$ cat config.mk
export PLATFORM = sky130hd
export DESIGN_NAME = trapezoid_interface_position_top
export DESIGN_NICKNAME = d
export VERILOG_FILES = /design/src/sv/tip_pkg.sv /design/src/sv/tip_mul.sv /design/src/sv/tip_div.sv /design/src/sv/trapezoid_interface_position_top.sv
export SDC_FILE = /design/constraint.sdc
export NUM_CORES = 2
export LEC_CHECK = 0
export BUFFER_PORTS_ARGS = -buffer_cell sky130_fd_sc_hd__buf_2
export CAP_MARGIN = 25
export CORE_ASPECT_RATIO = 0.8
export CORE_MARGIN = 8
export CORE_UTILIZATION = 50
export CTS_BUF_LIST = sky130_fd_sc_hd__clkbuf_16
export DETAILED_ROUTE_END_ITERATION = 16
export GPL_TIMING_DRIVEN = 0
export PLACE_DENSITY = 0.7
export SLEW_MARGIN = 20
export SYNTH_ARGS = -nofsm -noshare
export SYNTH_HDL_FRONTEND = slang
export SYNTH_HIERARCHICAL = 1
export SYNTH_SLANG_ARGS = --single-unit
$ cat constraint.sdc
create_clock -name clk -period 26.7 [get_ports clk]
set_clock_uncertainty 0.1 [all_clocks]
set_input_delay 5.34 -clock clk [delete_from_list [all_inputs] [get_ports clk]]
set_output_delay 5.34 -clock clk [all_outputs]
set_load 0.005 [all_outputs]
$ cat src/sv/tip_pkg.sv
// shared types and constants for the trapezoid interface position block
// no dependencies; used by tip_mul, tip_div and the top level
`default_nettype none

package tip_pkg;

    localparam int DIST_W  = 24;
    localparam int LEVEL_W = 16;
    localparam int AREA_W  = 48;
    localparam int POS_W   = 24;
    localparam int STAT_W  = 2;

    // shared multiplier: 25-bit signed by 18-bit signed
    localparam int MUL_A_W = DIST_W + 1;
    localparam int MUL_B_W = LEVEL_W + 2;
    localparam int PROD_W  = MUL_A_W + MUL_B_W;

    // numerator and serial divider widths
    localparam int NUM_W  = 50;
    localparam int QUO_W  = NUM_W - 1;
    localparam int DIVS_W = LEVEL_W;
    localparam int CNT_W  = 6;

    localparam logic signed [AREA_W-1:0] AREA_MAX = {1'b0, {(AREA_W-1){1'b1}}};
    localparam logic signed [AREA_W-1:0] AREA_MIN = {1'b1, {(AREA_W-1){1'b0}}};
    localparam logic signed [POS_W-1:0]  POS_MAX  = {1'b0, {(POS_W-1){1'b1}}};
    localparam logic signed [POS_W-1:0]  POS_MIN  = {1'b1, {(POS_W-1){1'b0}}};

    // quotient magnitude limits for positive and negative results
    localparam logic [QUO_W-1:0] QUO_POS_LIM = QUO_W'(POS_MAX);
    localparam logic [QUO_W-1:0] QUO_NEG_LIM = QUO_POS_LIM + QUO_W'(1);

    localparam logic [STAT_W-1:0] STAT_OK       = 2'd0;
    localparam logic [STAT_W-1:0] STAT_ZERO_DEN = 2'd1;
    localparam logic [STAT_W-1:0] STAT_SAT      = 2'd2;

    // register index bit of the configuration address
    localparam logic REG_LEFT  = 1'b0;
    localparam logic REG_RIGHT = 1'b1;

    typedef enum logic [2:0] {
        ST_IDLE,
        ST_SEG_ACC,
        ST_LEFT_MUL,
        ST_LEFT_ACC,
        ST_RIGHT_ACC,
        ST_DIV_START,
        ST_DIV,
        ST_OUT
    } tip_state_t;

    typedef struct packed {
        logic              start;
        logic [QUO_W-1:0]  dividend;
        logic [DIVS_W-1:0] divisor;
    } div_req_t;

    typedef struct packed {
        logic             busy;
        logic [QUO_W-1:0] quotient;
    } div_stat_t;

endpackage

`default_nettype wire

$ cat src/sv/tip_mul.sv
// shared signed multiplier with a registered product
// depends on tip_pkg
`default_nettype none

module tip_mul
    import tip_pkg::*;
(
    input  wire logic                      clk,
    input  wire logic signed [MUL_A_W-1:0] a,
    input  wire logic signed [MUL_B_W-1:0] b,
    output logic signed [PROD_W-1:0]       prod
);

    logic signed [PROD_W-1:0] prod_reg;

    always_ff @(posedge clk)
    begin
        prod_reg <= a * b;
    end

    assign prod = prod_reg;

endmodule

`default_nettype wire

$ cat src/sv/tip_div.sv
// serial restoring divider, one quotient bit per cycle, unsigned magnitudes
// depends on tip_pkg
`default_nettype none

module tip_div
    import tip_pkg::*;
(
    input  wire logic      clk,
    input  wire logic      rst_n,
    input  wire div_req_t  req,
    output div_stat_t      stat
);

    logic              busy_reg;
    logic [CNT_W-1:0]  cnt_reg;
    logic [DIVS_W-1:0] rem_reg;
    logic [QUO_W-1:0]  quo_reg;
    logic [DIVS_W-1:0] dvs_reg;

    logic [DIVS_W:0]   trial;
    logic [DIVS_W:0]   diff;
    logic              ge;
    logic [DIVS_W-1:0] rem_step;

    always_comb
    begin
        trial    = {rem_reg, quo_reg[QUO_W-1]};
        diff     = trial - {1'b0, dvs_reg};
        ge       = (trial >= {1'b0, dvs_reg});
        rem_step = ge ? diff[DIVS_W-1:0] : trial[DIVS_W-1:0];
    end

    always_ff @(posedge clk or negedge rst_n)
    begin
        if (!rst_n)
        begin
            busy_reg <= 1'b0;
            cnt_reg  <= '0;
        end
        else if (req.start)
        begin
            busy_reg <= 1'b1;
            cnt_reg  <= CNT_W'(QUO_W - 1);
        end
        else if (busy_reg)
        begin
            cnt_reg <= cnt_reg - CNT_W'(1);
            if (cnt_reg == '0)
            begin
                busy_reg <= 1'b0;
            end
        end
    end

    always_ff @(posedge clk)
    begin
        if (req.start)
        begin
            rem_reg <= '0;
            quo_reg <= req.dividend;
            dvs_reg <= req.divisor;
        end
        else if (busy_reg)
        begin
            rem_reg <= rem_step;
            quo_reg <= {quo_reg[QUO_W-2:0], ge};
        end
    end

    assign stat.busy     = busy_reg;
    assign stat.quotient = quo_reg;

endmodule

`default_nettype wire

$ cat src/sv/trapezoid_interface_position_top.sv
// trapezoid interface position: top level with sequencer, accumulator and apb registers
// depends on tip_pkg, tip_mul (shared multiplier) and tip_div (serial divider)
//
// usage:
// - slave stream takes one profile sample per transaction: s_tdata holds the
//   signed q16.8 distance and the unsigned q4.12 level, s_tlast marks the final
//   sample of a profile
// - each sample but a profile's first adds a trapezoid (distance step times level sum,
//   halved) to a saturating 48-bit area accumulator; first and latest distance are kept
// - on the final sample one result transaction leaves on the master stream:
//   area (q28.20), interface position (q16.8, saturated) and a status in m_tuser
//   (0 ok, 1 equal plateaus with position 0, 2 position saturated)
// - a sample that is not final goes through the product in the shared multiplier,
//   then the accumulate; s_tready is high only between samples
// - a final sample runs the last segment, the two plateau products, the divider
//   start, the wait on the serial divider (49 quotient bits, one per cycle) and
//   the output load; with equal plateaus the divider is skipped and the result
//   loads straight after the plateau products
// - the result sits in an output register; the next profile may start while it
//   waits, and a new result waits in the sequencer until m_tready frees it
// - plateau levels are written over apb at 0x0 (left) and 0x4 (right)
// - reset clears the plateaus, the profile state and the output valid flag
`default_nettype none

module trapezoid_interface_position_top
    import tip_pkg::*;
(
    input  wire logic        clk,
    input  wire logic        rst_n,

    // slave stream: [23:0] sample_distance, [39:24] sample_level
    input  wire logic        s_tvalid,
    output logic             s_tready,
    input  wire logic [39:0] s_tdata,
    input  wire logic        s_tlast,

    // master stream: [47:0] area, [71:48] interface_position
    output logic             m_tvalid,
    input  wire logic        m_tready,
    output logic [71:0]      m_tdata,
    // [1:0] status
    output logic [1:0]       m_tuser,

    // apb configuration port
    input  wire logic        psel,
    input  wire logic        penable,
    input  wire logic        pwrite,
    input  wire logic [2:0]  paddr,
    input  wire logic [31:0] pwdata,
    output logic [31:0]      prdata,
    output logic             pready
);

    // configuration registers
    logic [LEVEL_W-1:0] lp_reg;
    logic [LEVEL_W-1:0] rp_reg;
    logic               cfg_wr;

    // sequencer and profile state
    tip_state_t                state_reg, state_next;
    logic signed [DIST_W-1:0]  first_reg, first_next;
    logic signed [DIST_W-1:0]  prev_reg, prev_next;
    logic [LEVEL_W-1:0]        plev_reg, plev_next;
    logic signed [AREA_W-1:0]  area_reg, area_next;
    logic                      have_reg, have_next;

    // captured sample
    logic signed [DIST_W-1:0]  d_reg;
    logic [LEVEL_W-1:0]        c_reg;
    logic                      last_reg;

    // numerator and quotient sign
    logic signed [NUM_W-1:0]   num_reg, num_next;
    logic                      neg_reg, neg_next;

    // output register
    logic                      m_tvalid_reg, m_tvalid_next;
    logic signed [AREA_W-1:0]  out_area_reg, out_area_next;
    logic signed [POS_W-1:0]   out_pos_reg, out_pos_next;
    logic [STAT_W-1:0]         out_stat_reg, out_stat_next;

    // datapath signals
    logic                      s_accept;
    logic signed [DIST_W-1:0]  s_dist;
    logic [LEVEL_W-1:0]        s_level;
    logic signed [MUL_A_W-1:0] mul_a;
    logic signed [MUL_B_W-1:0] mul_b;
    logic signed [PROD_W-1:0]  prod;
    logic signed [PROD_W-1:0]  half;
    logic signed [AREA_W:0]    area_sum;
    logic signed [NUM_W-1:0]   num_neg;
    logic signed [LEVEL_W:0]   den;
    logic signed [LEVEL_W:0]   den_neg;
    logic                      load_out;
    logic [POS_W-1:0]          pos_res;
    logic [STAT_W-1:0]         stat_res;
    logic [QUO_W-1:0]          quo;

    div_req_t  div_req;
    div_stat_t div_stat;

    // apb: always ready, index taken from address bit 2
    assign pready = 1'b1;
    assign cfg_wr = psel & penable & pwrite;
    assign prdata = (paddr[2] == REG_RIGHT) ? {16'b0, rp_reg} : {16'b0, lp_reg};

    always_ff @(posedge clk or negedge rst_n)
    begin
        if (!rst_n)
        begin
            lp_reg <= '0;
            rp_reg <= '0;
        end
        else if (cfg_wr)
        begin
            if (paddr[2] == REG_LEFT)
            begin
                lp_reg <= pwdata[LEVEL_W-1:0];
            end
            else
            begin
                rp_reg <= pwdata[LEVEL_W-1:0];
            end
        end
    end

    assign s_dist   = s_tdata[DIST_W-1:0];
    assign s_level  = s_tdata[DIST_W+LEVEL_W-1:DIST_W];
    assign s_tready = (state_reg == ST_IDLE);
    assign s_accept = s_tvalid & s_tready;

    tip_mul u_mul (
        .clk  (clk),
        .a    (mul_a),
        .b    (mul_b),
        .prod (prod)
    );

    tip_div u_div (
        .clk   (clk),
        .rst_n (rst_n),
        .req   (div_req),
        .stat  (div_stat)
    );

    // fixed datapath pieces
    always_comb
    begin
        half     = prod >>> 1;
        area_sum = {area_reg[AREA_W-1], area_reg} + (AREA_W+1)'(half);
        num_neg  = -num_reg;
        den      = {1'b0, lp_reg} - {1'b0, rp_reg};
        den_neg  = -den;
        quo      = div_stat.quotient;
        load_out = (state_reg == ST_OUT) && (!m_tvalid_reg || m_tready);

        // final position and status from the quotient magnitude
        if (den == '0)
        begin
            pos_res  = '0;
            stat_res = STAT_ZERO_DEN;
        end
        else if (neg_reg)
        begin
            if (quo > QUO_NEG_LIM)
            begin
                pos_res  = POS_MIN;
                stat_res = STAT_SAT;
            end
            else
            begin
                pos_res  = -quo[POS_W-1:0];
                stat_res = STAT_OK;
            end
        end
        else if (quo > QUO_POS_LIM)
        begin
            pos_res  = POS_MAX;
            stat_res = STAT_SAT;
        end
        else
        begin
            pos_res  = quo[POS_W-1:0];
            stat_res = STAT_OK;
        end
    end

    // sequencer: next state, operand selection and register updates
    always_comb
    begin
        state_next    = state_reg;
        first_next    = first_reg;
        prev_next     = prev_reg;
        plev_next     = plev_reg;
        area_next     = area_reg;
        have_next     = have_reg;
        num_next      = num_reg;
        neg_next      = neg_reg;
        out_area_next = out_area_reg;
        out_pos_next  = out_pos_reg;
        out_stat_next = out_stat_reg;
        m_tvalid_next = m_tvalid_reg & ~m_tready;
        mul_a         = '0;
        mul_b         = '0;
        div_req       = '0;

        unique case (state_reg)
            ST_IDLE:
            begin
                // segment product straight from the incoming sample
                mul_a = {s_dist[DIST_W-1], s_dist} - {prev_reg[DIST_W-1], prev_reg};
                mul_b = {2'b00, s_level} + {2'b00, plev_reg};
                if (s_accept)
                begin
                    state_next = ST_SEG_ACC;
                end
            end

            ST_SEG_ACC:
            begin
                if (have_reg)
                begin
                    if (area_sum[AREA_W] != area_sum[AREA_W-1])
                    begin
                        area_next = area_sum[AREA_W] ? AREA_MIN : AREA_MAX;
                    end
                    else
                    begin
                        area_next = area_sum[AREA_W-1:0];
                    end
                end
                else
                begin
                    first_next = d_reg;
                    area_next  = '0;
                end
                prev_next  = d_reg;
                plev_next  = c_reg;
                have_next  = 1'b1;
                state_next = last_reg ? ST_LEFT_MUL : ST_IDLE;
            end

            ST_LEFT_MUL:
            begin
                mul_a      = {first_reg[DIST_W-1], first_reg};
                mul_b      = {2'b00, lp_reg};
                state_next = ST_LEFT_ACC;
            end

            ST_LEFT_ACC:
            begin
                mul_a      = {d_reg[DIST_W-1], d_reg};
                mul_b      = {2'b00, rp_reg};
                num_next   = NUM_W'(area_reg) + NUM_W'(prod);
                state_next = ST_RIGHT_ACC;
            end

            ST_RIGHT_ACC:
            begin
                num_next   = num_reg - NUM_W'(prod);
                state_next = (den == '0) ? ST_OUT : ST_DIV_START;
            end

            ST_DIV_START:
            begin
                div_req.start    = 1'b1;
                div_req.dividend = num_reg[NUM_W-1] ? num_neg[QUO_W-1:0] : num_reg[QUO_W-1:0];
                div_req.divisor  = den[LEVEL_W] ? den_neg[DIVS_W-1:0] : den[DIVS_W-1:0];
                neg_next         = num_reg[NUM_W-1] ^ den[LEVEL_W];
                state_next       = ST_DIV;
            end

            ST_DIV:
            begin
                if (!div_stat.busy)
                begin
                    state_next = ST_OUT;
                end
            end

            ST_OUT:
            begin
                if (load_out)
                begin
                    out_area_next = area_reg;
                    out_pos_next  = pos_res;
                    out_stat_next = stat_res;
                    m_tvalid_next = 1'b1;
                    // profile done, next sample opens a new one
                    first_next    = '0;
                    prev_next     = '0;
                    plev_next     = '0;
                    area_next     = '0;
                    have_next     = 1'b0;
                    state_next    = ST_IDLE;
                end
            end

            default:
            begin
                state_next = ST_IDLE;
            end
        endcase
    end

    always_ff @(posedge clk or negedge rst_n)
    begin
        if (!rst_n)
        begin
            state_reg    <= ST_IDLE;
            first_reg    <= '0;
            prev_reg     <= '0;
            plev_reg     <= '0;
            area_reg     <= '0;
            have_reg     <= 1'b0;
            m_tvalid_reg <= 1'b0;
        end
        else
        begin
            state_reg    <= state_next;
            first_reg    <= first_next;
            prev_reg     <= prev_next;
            plev_reg     <= plev_next;
            area_reg     <= area_next;
            have_reg     <= have_next;
            m_tvalid_reg <= m_tvalid_next;
        end
    end

    // payload registers
    always_ff @(posedge clk)
    begin
        if (s_accept)
        begin
            d_reg    <= s_dist;
            c_reg    <= s_level;
            last_reg <= s_tlast;
        end
        num_reg      <= num_next;
        neg_reg      <= neg_next;
        out_area_reg <= out_area_next;
        out_pos_reg  <= out_pos_next;
        out_stat_reg <= out_stat_next;
    end

    assign m_tvalid = m_tvalid_reg;
    assign m_tdata  = {out_pos_reg, out_area_reg};
    assign m_tuser  = out_stat_reg;

    // an accepted sample is always followed by its accumulate cycle
    assert property (@(posedge clk) disable iff (!rst_n)
        s_accept |=> state_reg == ST_SEG_ACC)
        else $error("sample accepted without accumulate step");

    // the divider is running on the first wait cycle after its start
    assert property (@(posedge clk) disable iff (!rst_n)
        (state_reg == ST_DIV && $past(state_reg) == ST_DIV_START) |-> div_stat.busy)
        else $error("divider not started");

    // equal plateaus always report a zero position
    assert property (@(posedge clk) disable iff (!rst_n)
        (m_tvalid_reg && out_stat_reg == STAT_ZERO_DEN) |-> out_pos_reg == '0)
        else $error("zero divisor with nonzero position");

    // a result load closes the profile
    assert property (@(posedge clk) disable iff (!rst_n)
        load_out |=> !have_reg && m_tvalid_reg)
        else $error("profile state not cleared after result");

    // a saturated status only carries one of the two range limits
    assert property (@(posedge clk) disable iff (!rst_n)
        (m_tvalid_reg && out_stat_reg == STAT_SAT)
            |-> (out_pos_reg == POS_MAX || out_pos_reg == POS_MIN))
        else $error("saturated status without limit value");

endmodule

`default_nettype wire
# == After elaboration in Yosys (flattened, before gate mapping) ==
# Index checks and enable logic that the tools add are counted.
# totals
register_bits,446
in_bits,83
out_inout_bits,109
# op_classes
add_sub_neg,11
mul,1
order_cmp,3
eq_ne,12
n_mux,42
bitwise,7
n_reduce_logical,15
# op_table
cell,n
48-bit 2-to-1 mux,4
49-bit 2-to-1 mux,3
24-bit 2-to-1 mux,5
50-bit case mux with 2 select lines,1
24-bit case mux with 2 select lines,2
48-bit case mux with 2 select lines,1
25-bit case mux with 3 select lines,1
66-bit 2-to-1 mux,1
16-bit 2-to-1 mux,4
17-bit case mux with 3 select lines,1
50-bit by 43-bit subtractor with 50-bit output,1
48-bit by 42-bit adder with 49-bit output,1
48-bit by 43-bit adder with 49-bit output,1
49-bit by 23-bit greater-than comparator with 1-bit output (second input constant),1
49-bit by 24-bit greater-than comparator with 1-bit output (second input constant),1
49-bit negation,1
25-bit by 18-bit multiplier with 43-bit output,1
16-bit case mux with 2 select lines,1
24-bit by 24-bit subtractor with 25-bit output,1
24-bit negation,1
3-bit case mux with 8 select lines,1
16-bit by 16-bit adder with 17-bit output,1
17-bit by 16-bit greater-or-equal comparator with 1-bit output,1
17-bit zero test,1
26 further kinds,54

# == Logic depth before layout (Yosys ltp) ==
# logic_depth
ltp_word,5
ltp_mapped,39

# == Hierarchy ==
# Netlist, hierarchy kept.
# by_module_without_submodules
module,instances,cells_per_inst,area_each_um2,seq_area_each_um2
trapezoid_interface_position_top,1,3038,25674.6,8713.4
tip_mul,1,1875,16902.5,860.8
tip_div,1,349,4418.0,2447.3

# == Worst setup path before layout ==
# OpenSTA, ideal clock, no wires.
# synth_timing
path_kind,input-to-reg
startpoint,in s_tdata[0]
endpoint,"reg u_mul.prod_reg[36], in the netlist u_mul/prod[36]"
setup_ps,73
arrival_ps,13392
t_required_ps,26527
path_slack_ps,13135
stages,35
path_buffers,2
path_cell_list,inv_1 > ha_1 > inv_1 > fa_1 > a21o_1 > a21oi_1 > o21bai_1 > a2111o_1 > a31o_2 > a21oi_1 > xor2_1 > nor2_1 > a211oi_1 > a211oi_1 > clkbuf_1 > clkbuf_1 > nand2_1 > fa_1 > fa_1 > fa_1 > fa_1 > inv_1 > fa_1 > inv_1 > fa_1 > inv_1 > ha_1 > a21o_1 > a21o_1 > a221o_1 > nor2_2 > o211ai_2 > and3_4 > or4b_4 > o211ai_2
# synth_via
elab_chain_cells,3
# synth_rtl
item,line,rtl
start: declaration,trapezoid_interface_position_top.sv:34,"input wire logic [39:0] s_tdata,"
24-bit by 24-bit subtractor with 25-bit output,trapezoid_interface_position_top.sv:211,"mul_a = {s_dist[DIST_W-1], s_dist} - {prev_reg[DIST_W-1], prev_reg};"
25-bit case mux with 3 select lines,trapezoid_interface_position_top.sv:207,unique case (state_reg)
named net mul_a[10],trapezoid_interface_position_top.sv:86,logic signed [MUL_A_W-1:0] mul_a;
25-bit by 18-bit multiplier with 43-bit output,tip_mul.sv:18,prod_reg <= a * b;
end signal: assignment,tip_mul.sv:18,
end: declaration,tip_mul.sv:14,logic signed [PROD_W-1:0] prod_reg;
# The timed path passes the listed nets, and every way through them passes these cells.
# A chain may end at the register's enable or synchronous reset.

# == Worst setup path in the final report ==
# layout_timing
startpoint,in s_tdata[0]
endpoint,"reg u_mul.prod_reg[42], in the netlist u_mul/prod[42]"
# The elaborated chain is that of the path after synthesis.

==> metrics.txt <==
worst-path maximum fanout 10; Placer Congestion 0.971; routed length per instance 21.3 um; Synth warnings 6; setup slack at placement 11.09 ns; Fin. Hold Viols 0; IO Count 192; GR Layer Usage met3 6.28%; slew margin rel. 25.1%; CP startpoint s_tdata[0]; share of layout cells above drive strength 1 7.74%; All-Layer GR Usage 27.3%; die height 290 um; antenna violations before repair 3; busiest layer in global routing met2; NumNets Final 6,359; Cells after Synth 5,262; Core ar. 93,100 um^2; Sink Count 446; run status finished clean; initial cell density of the core 50.5%; DR vias/cell 5.78; die footprint 104,000 um^2; CP required 27.07 ns; Worst Path Arrival 15.37 ns; WL final 144,000 um; Synth cell types 103; Die W 359 um; Hold Buf Count CTS 0; Reg2Reg Setup Slack 16.18 ns; Final period util 56.2%; Post-synth EDFFs 231; fillers 8,573; HP Class flip-flop to flip-flop; Setup Buffers After CTS 0; via count 39,100; reg2reg end u_mul/prod[42]$_DFF_P_; max_cap viols 0; Setup crit start kind input pin; vias in the first global route 38,700; cts bufs inserted 48; Final ANT Viol Nets 0; Clk pin slew, worst setup/hold paths 0.08 ns; crit path capture type flip-flop; CTS tree yes; drt drc 0; Clock Latency Late Sink 0.63 ns; min Tclk post-route 15.01 ns; Peak Freq 0.0666 GHz; Crit-path slowest cell fa_1; final setup fails 0; PostCTS Resize Cnt 0; number of I/O port buffers 156; Post-synth ARST share 35.0%; H-tree Lvls 2; setup ws final 11.69 ns; reg2reg start prev_reg[0]$_DFFE_PN0P_; global-route wire length before repair 224,000 um; Hold Path Depth 2; First-pass DRT Iterations 7; Synth Cell Area 47,000 um^2; max reg flops 50; setup_tns 0 ns; final hold slack 0.351 ns; largest net degree at the start of global routing 70; number of synthesized register bits 446; ys flop type edfxtp_1; Slew @ Worst Pin 1.12 ns; Final Max Tran Viols 0; sequential-to-total area share from yosys stat 25.6%; syn avg cell area 8.93 um^2; P&R area growth vs syn 9.05%; met2 usage in global routing 41.8%; CTS Root Cell clkbuf_16; Core Rows 100; Worst path max stage delay 0.59 ns; grt total ovfl 0; RSZ-0062 raised after global routing no; Multi-input gate area 31,400 um^2; min-delay src c_reg[7]$_DFFE_PP_; cells on worst reg2reg path 37; post-detail-place hpwl 116,000 um; Hold EP plev_reg[7]$_DFFE_PN0P_; CP Class input pin to flip-flop; GR Layer Usage met1 37.9%; clock tree buffer depth 3; FF+latch area 12,000 um^2; drt initial violations 3,824
[cells in the mapped netlist, drive strengths merged (83+ instances only)]
| cell | count | share of area (%) |
|---|---|---|
| xor2 | 134 | 2.5 |
| edfxtp | 231 | 15 |
| ha | 325 | 8.7 |
| clkbuf | 206 | 1.6 |
| and2 | 175 | 2.3 |
| nand2 | 649 | 5.2 |
| a21o | 104 | 1.7 |
| a21oi | 277 | 3.0 |
| nor2 | 333 | 2.7 |
| xnor2 | 136 | 2.5 |
| nand3 | 83 | 0.88 |
| inv | 695 | 5.6 |
| mux2 | 95 | 2.3 |
| dfrtp | 156 | 8.3 |
| fa | 448 | 19 |
| o21ai | 298 | 3.2 |
[placed cells by master, fill, tap and decap left out, drive strengths merged, types with 13 or more instances in the layout]
master and n:
a211oi 57, a21boi 13, a21o 104, a21oi 277, a22oi 20, a31oi 30
and2 175, and3 28, buf 211, clkbuf 257, clkinv 24, conb 24
dfrtp 156, dfxtp 59, edfxtp 231, fa 448, ha 325, inv 706
mux2 95, mux2i 32, nand2 649, nand2b 54, nand3 83, nand4 44
nor2 333, nor2b 38, nor3 64, nor4 19, o211ai 40, o21a 38
o21ai 298, o21bai 27, o22ai 13, o31ai 72, or2 20, or3 45
xnor2 136, xor2 134
[kinds of logic (layout without fill, tap and decap cells)]
| logic type | count (synthesis) | after routing | synth area share (%) |
|---|---|---|---|
| simple gates | 1599 | 1599 | 15.9 |
| compound gates | 1101 | 1101 | 14.9 |
| buf+inv | 944 | 1203 | 7.81 |
| fa+ha+maj | 773 | 773 | 27.7 |
| flops | 446 | 446 | 25.6 |
| xor+xnor | 270 | 270 | 5.03 |
| mux | 127 | 127 | 2.96 |
| other cells | 2 | 25 | 0.0160 |
[cell type report]
class / count / area share [%]
multi-input combinational: 3894 / 61.3
inverter: 695 / 5.09
clock inverter: 40 / 0.623
antenna: 1 / 0.00488
buffer: 249 / 2.08
clock buffer: 50 / 2.44
timing repair buffer: 169 / 1.99
sequential: 446 / 23.5
tap: 1224 / 2.99
[how the worst max path moves through the flow]
stage | to | cells past startpoint | slack (ns)
global route | u_mul/prod[42]$_DFF_P_ | 39 | 11.17
CTS | u_mul/prod[42]$_DFF_P_ | 34 | 11.71
global placement | u_mul/prod[42]$_DFF_P_ | 36 | 10.90
finish | u_mul/prod[42]$_DFF_P_ | 39 | 11.69
floorplan | u_mul/prod[36]$_DFF_P_ | 35 | 13.14
detailed placement | u_mul/prod[42]$_DFF_P_ | 34 | 11.09
[critical path, delay by kind of cell]
| family | cells | cell delay [ns] |
|---|---|---|
| AOI/OAI and AO/OA | 13 | 2.75 |
| xor gates and xnor gates | 2 | 0.62 |
| adders and majority gates | 9 | 4.01 |
| buffers and inverters | 11 | 1.96 |
| and+or+nand+nor | 4 | 0.68 |
[per-layer routing]
metal	part of all wire, %	vias to the layer above
met1	43	18900
met5	0.0090	-
met4	3.9	2
met3	9.3	337
met2	44	1706
li1	-	18200
[per-stage QoR]
step	util (%)	instances	area, um^2
final	55.1	6768	51200
after CTS	55.0	6764	51200
after floorplan	-	5284	47100
after detailed placement	53.3	6674	49600
after global routing	55.1	6767	51200
after global placement	53.1	6664	49400
Power is left out: the tool's default activity adds up to more than one toggle a clock period on the data nets, which glitch-free logic cannot reach.
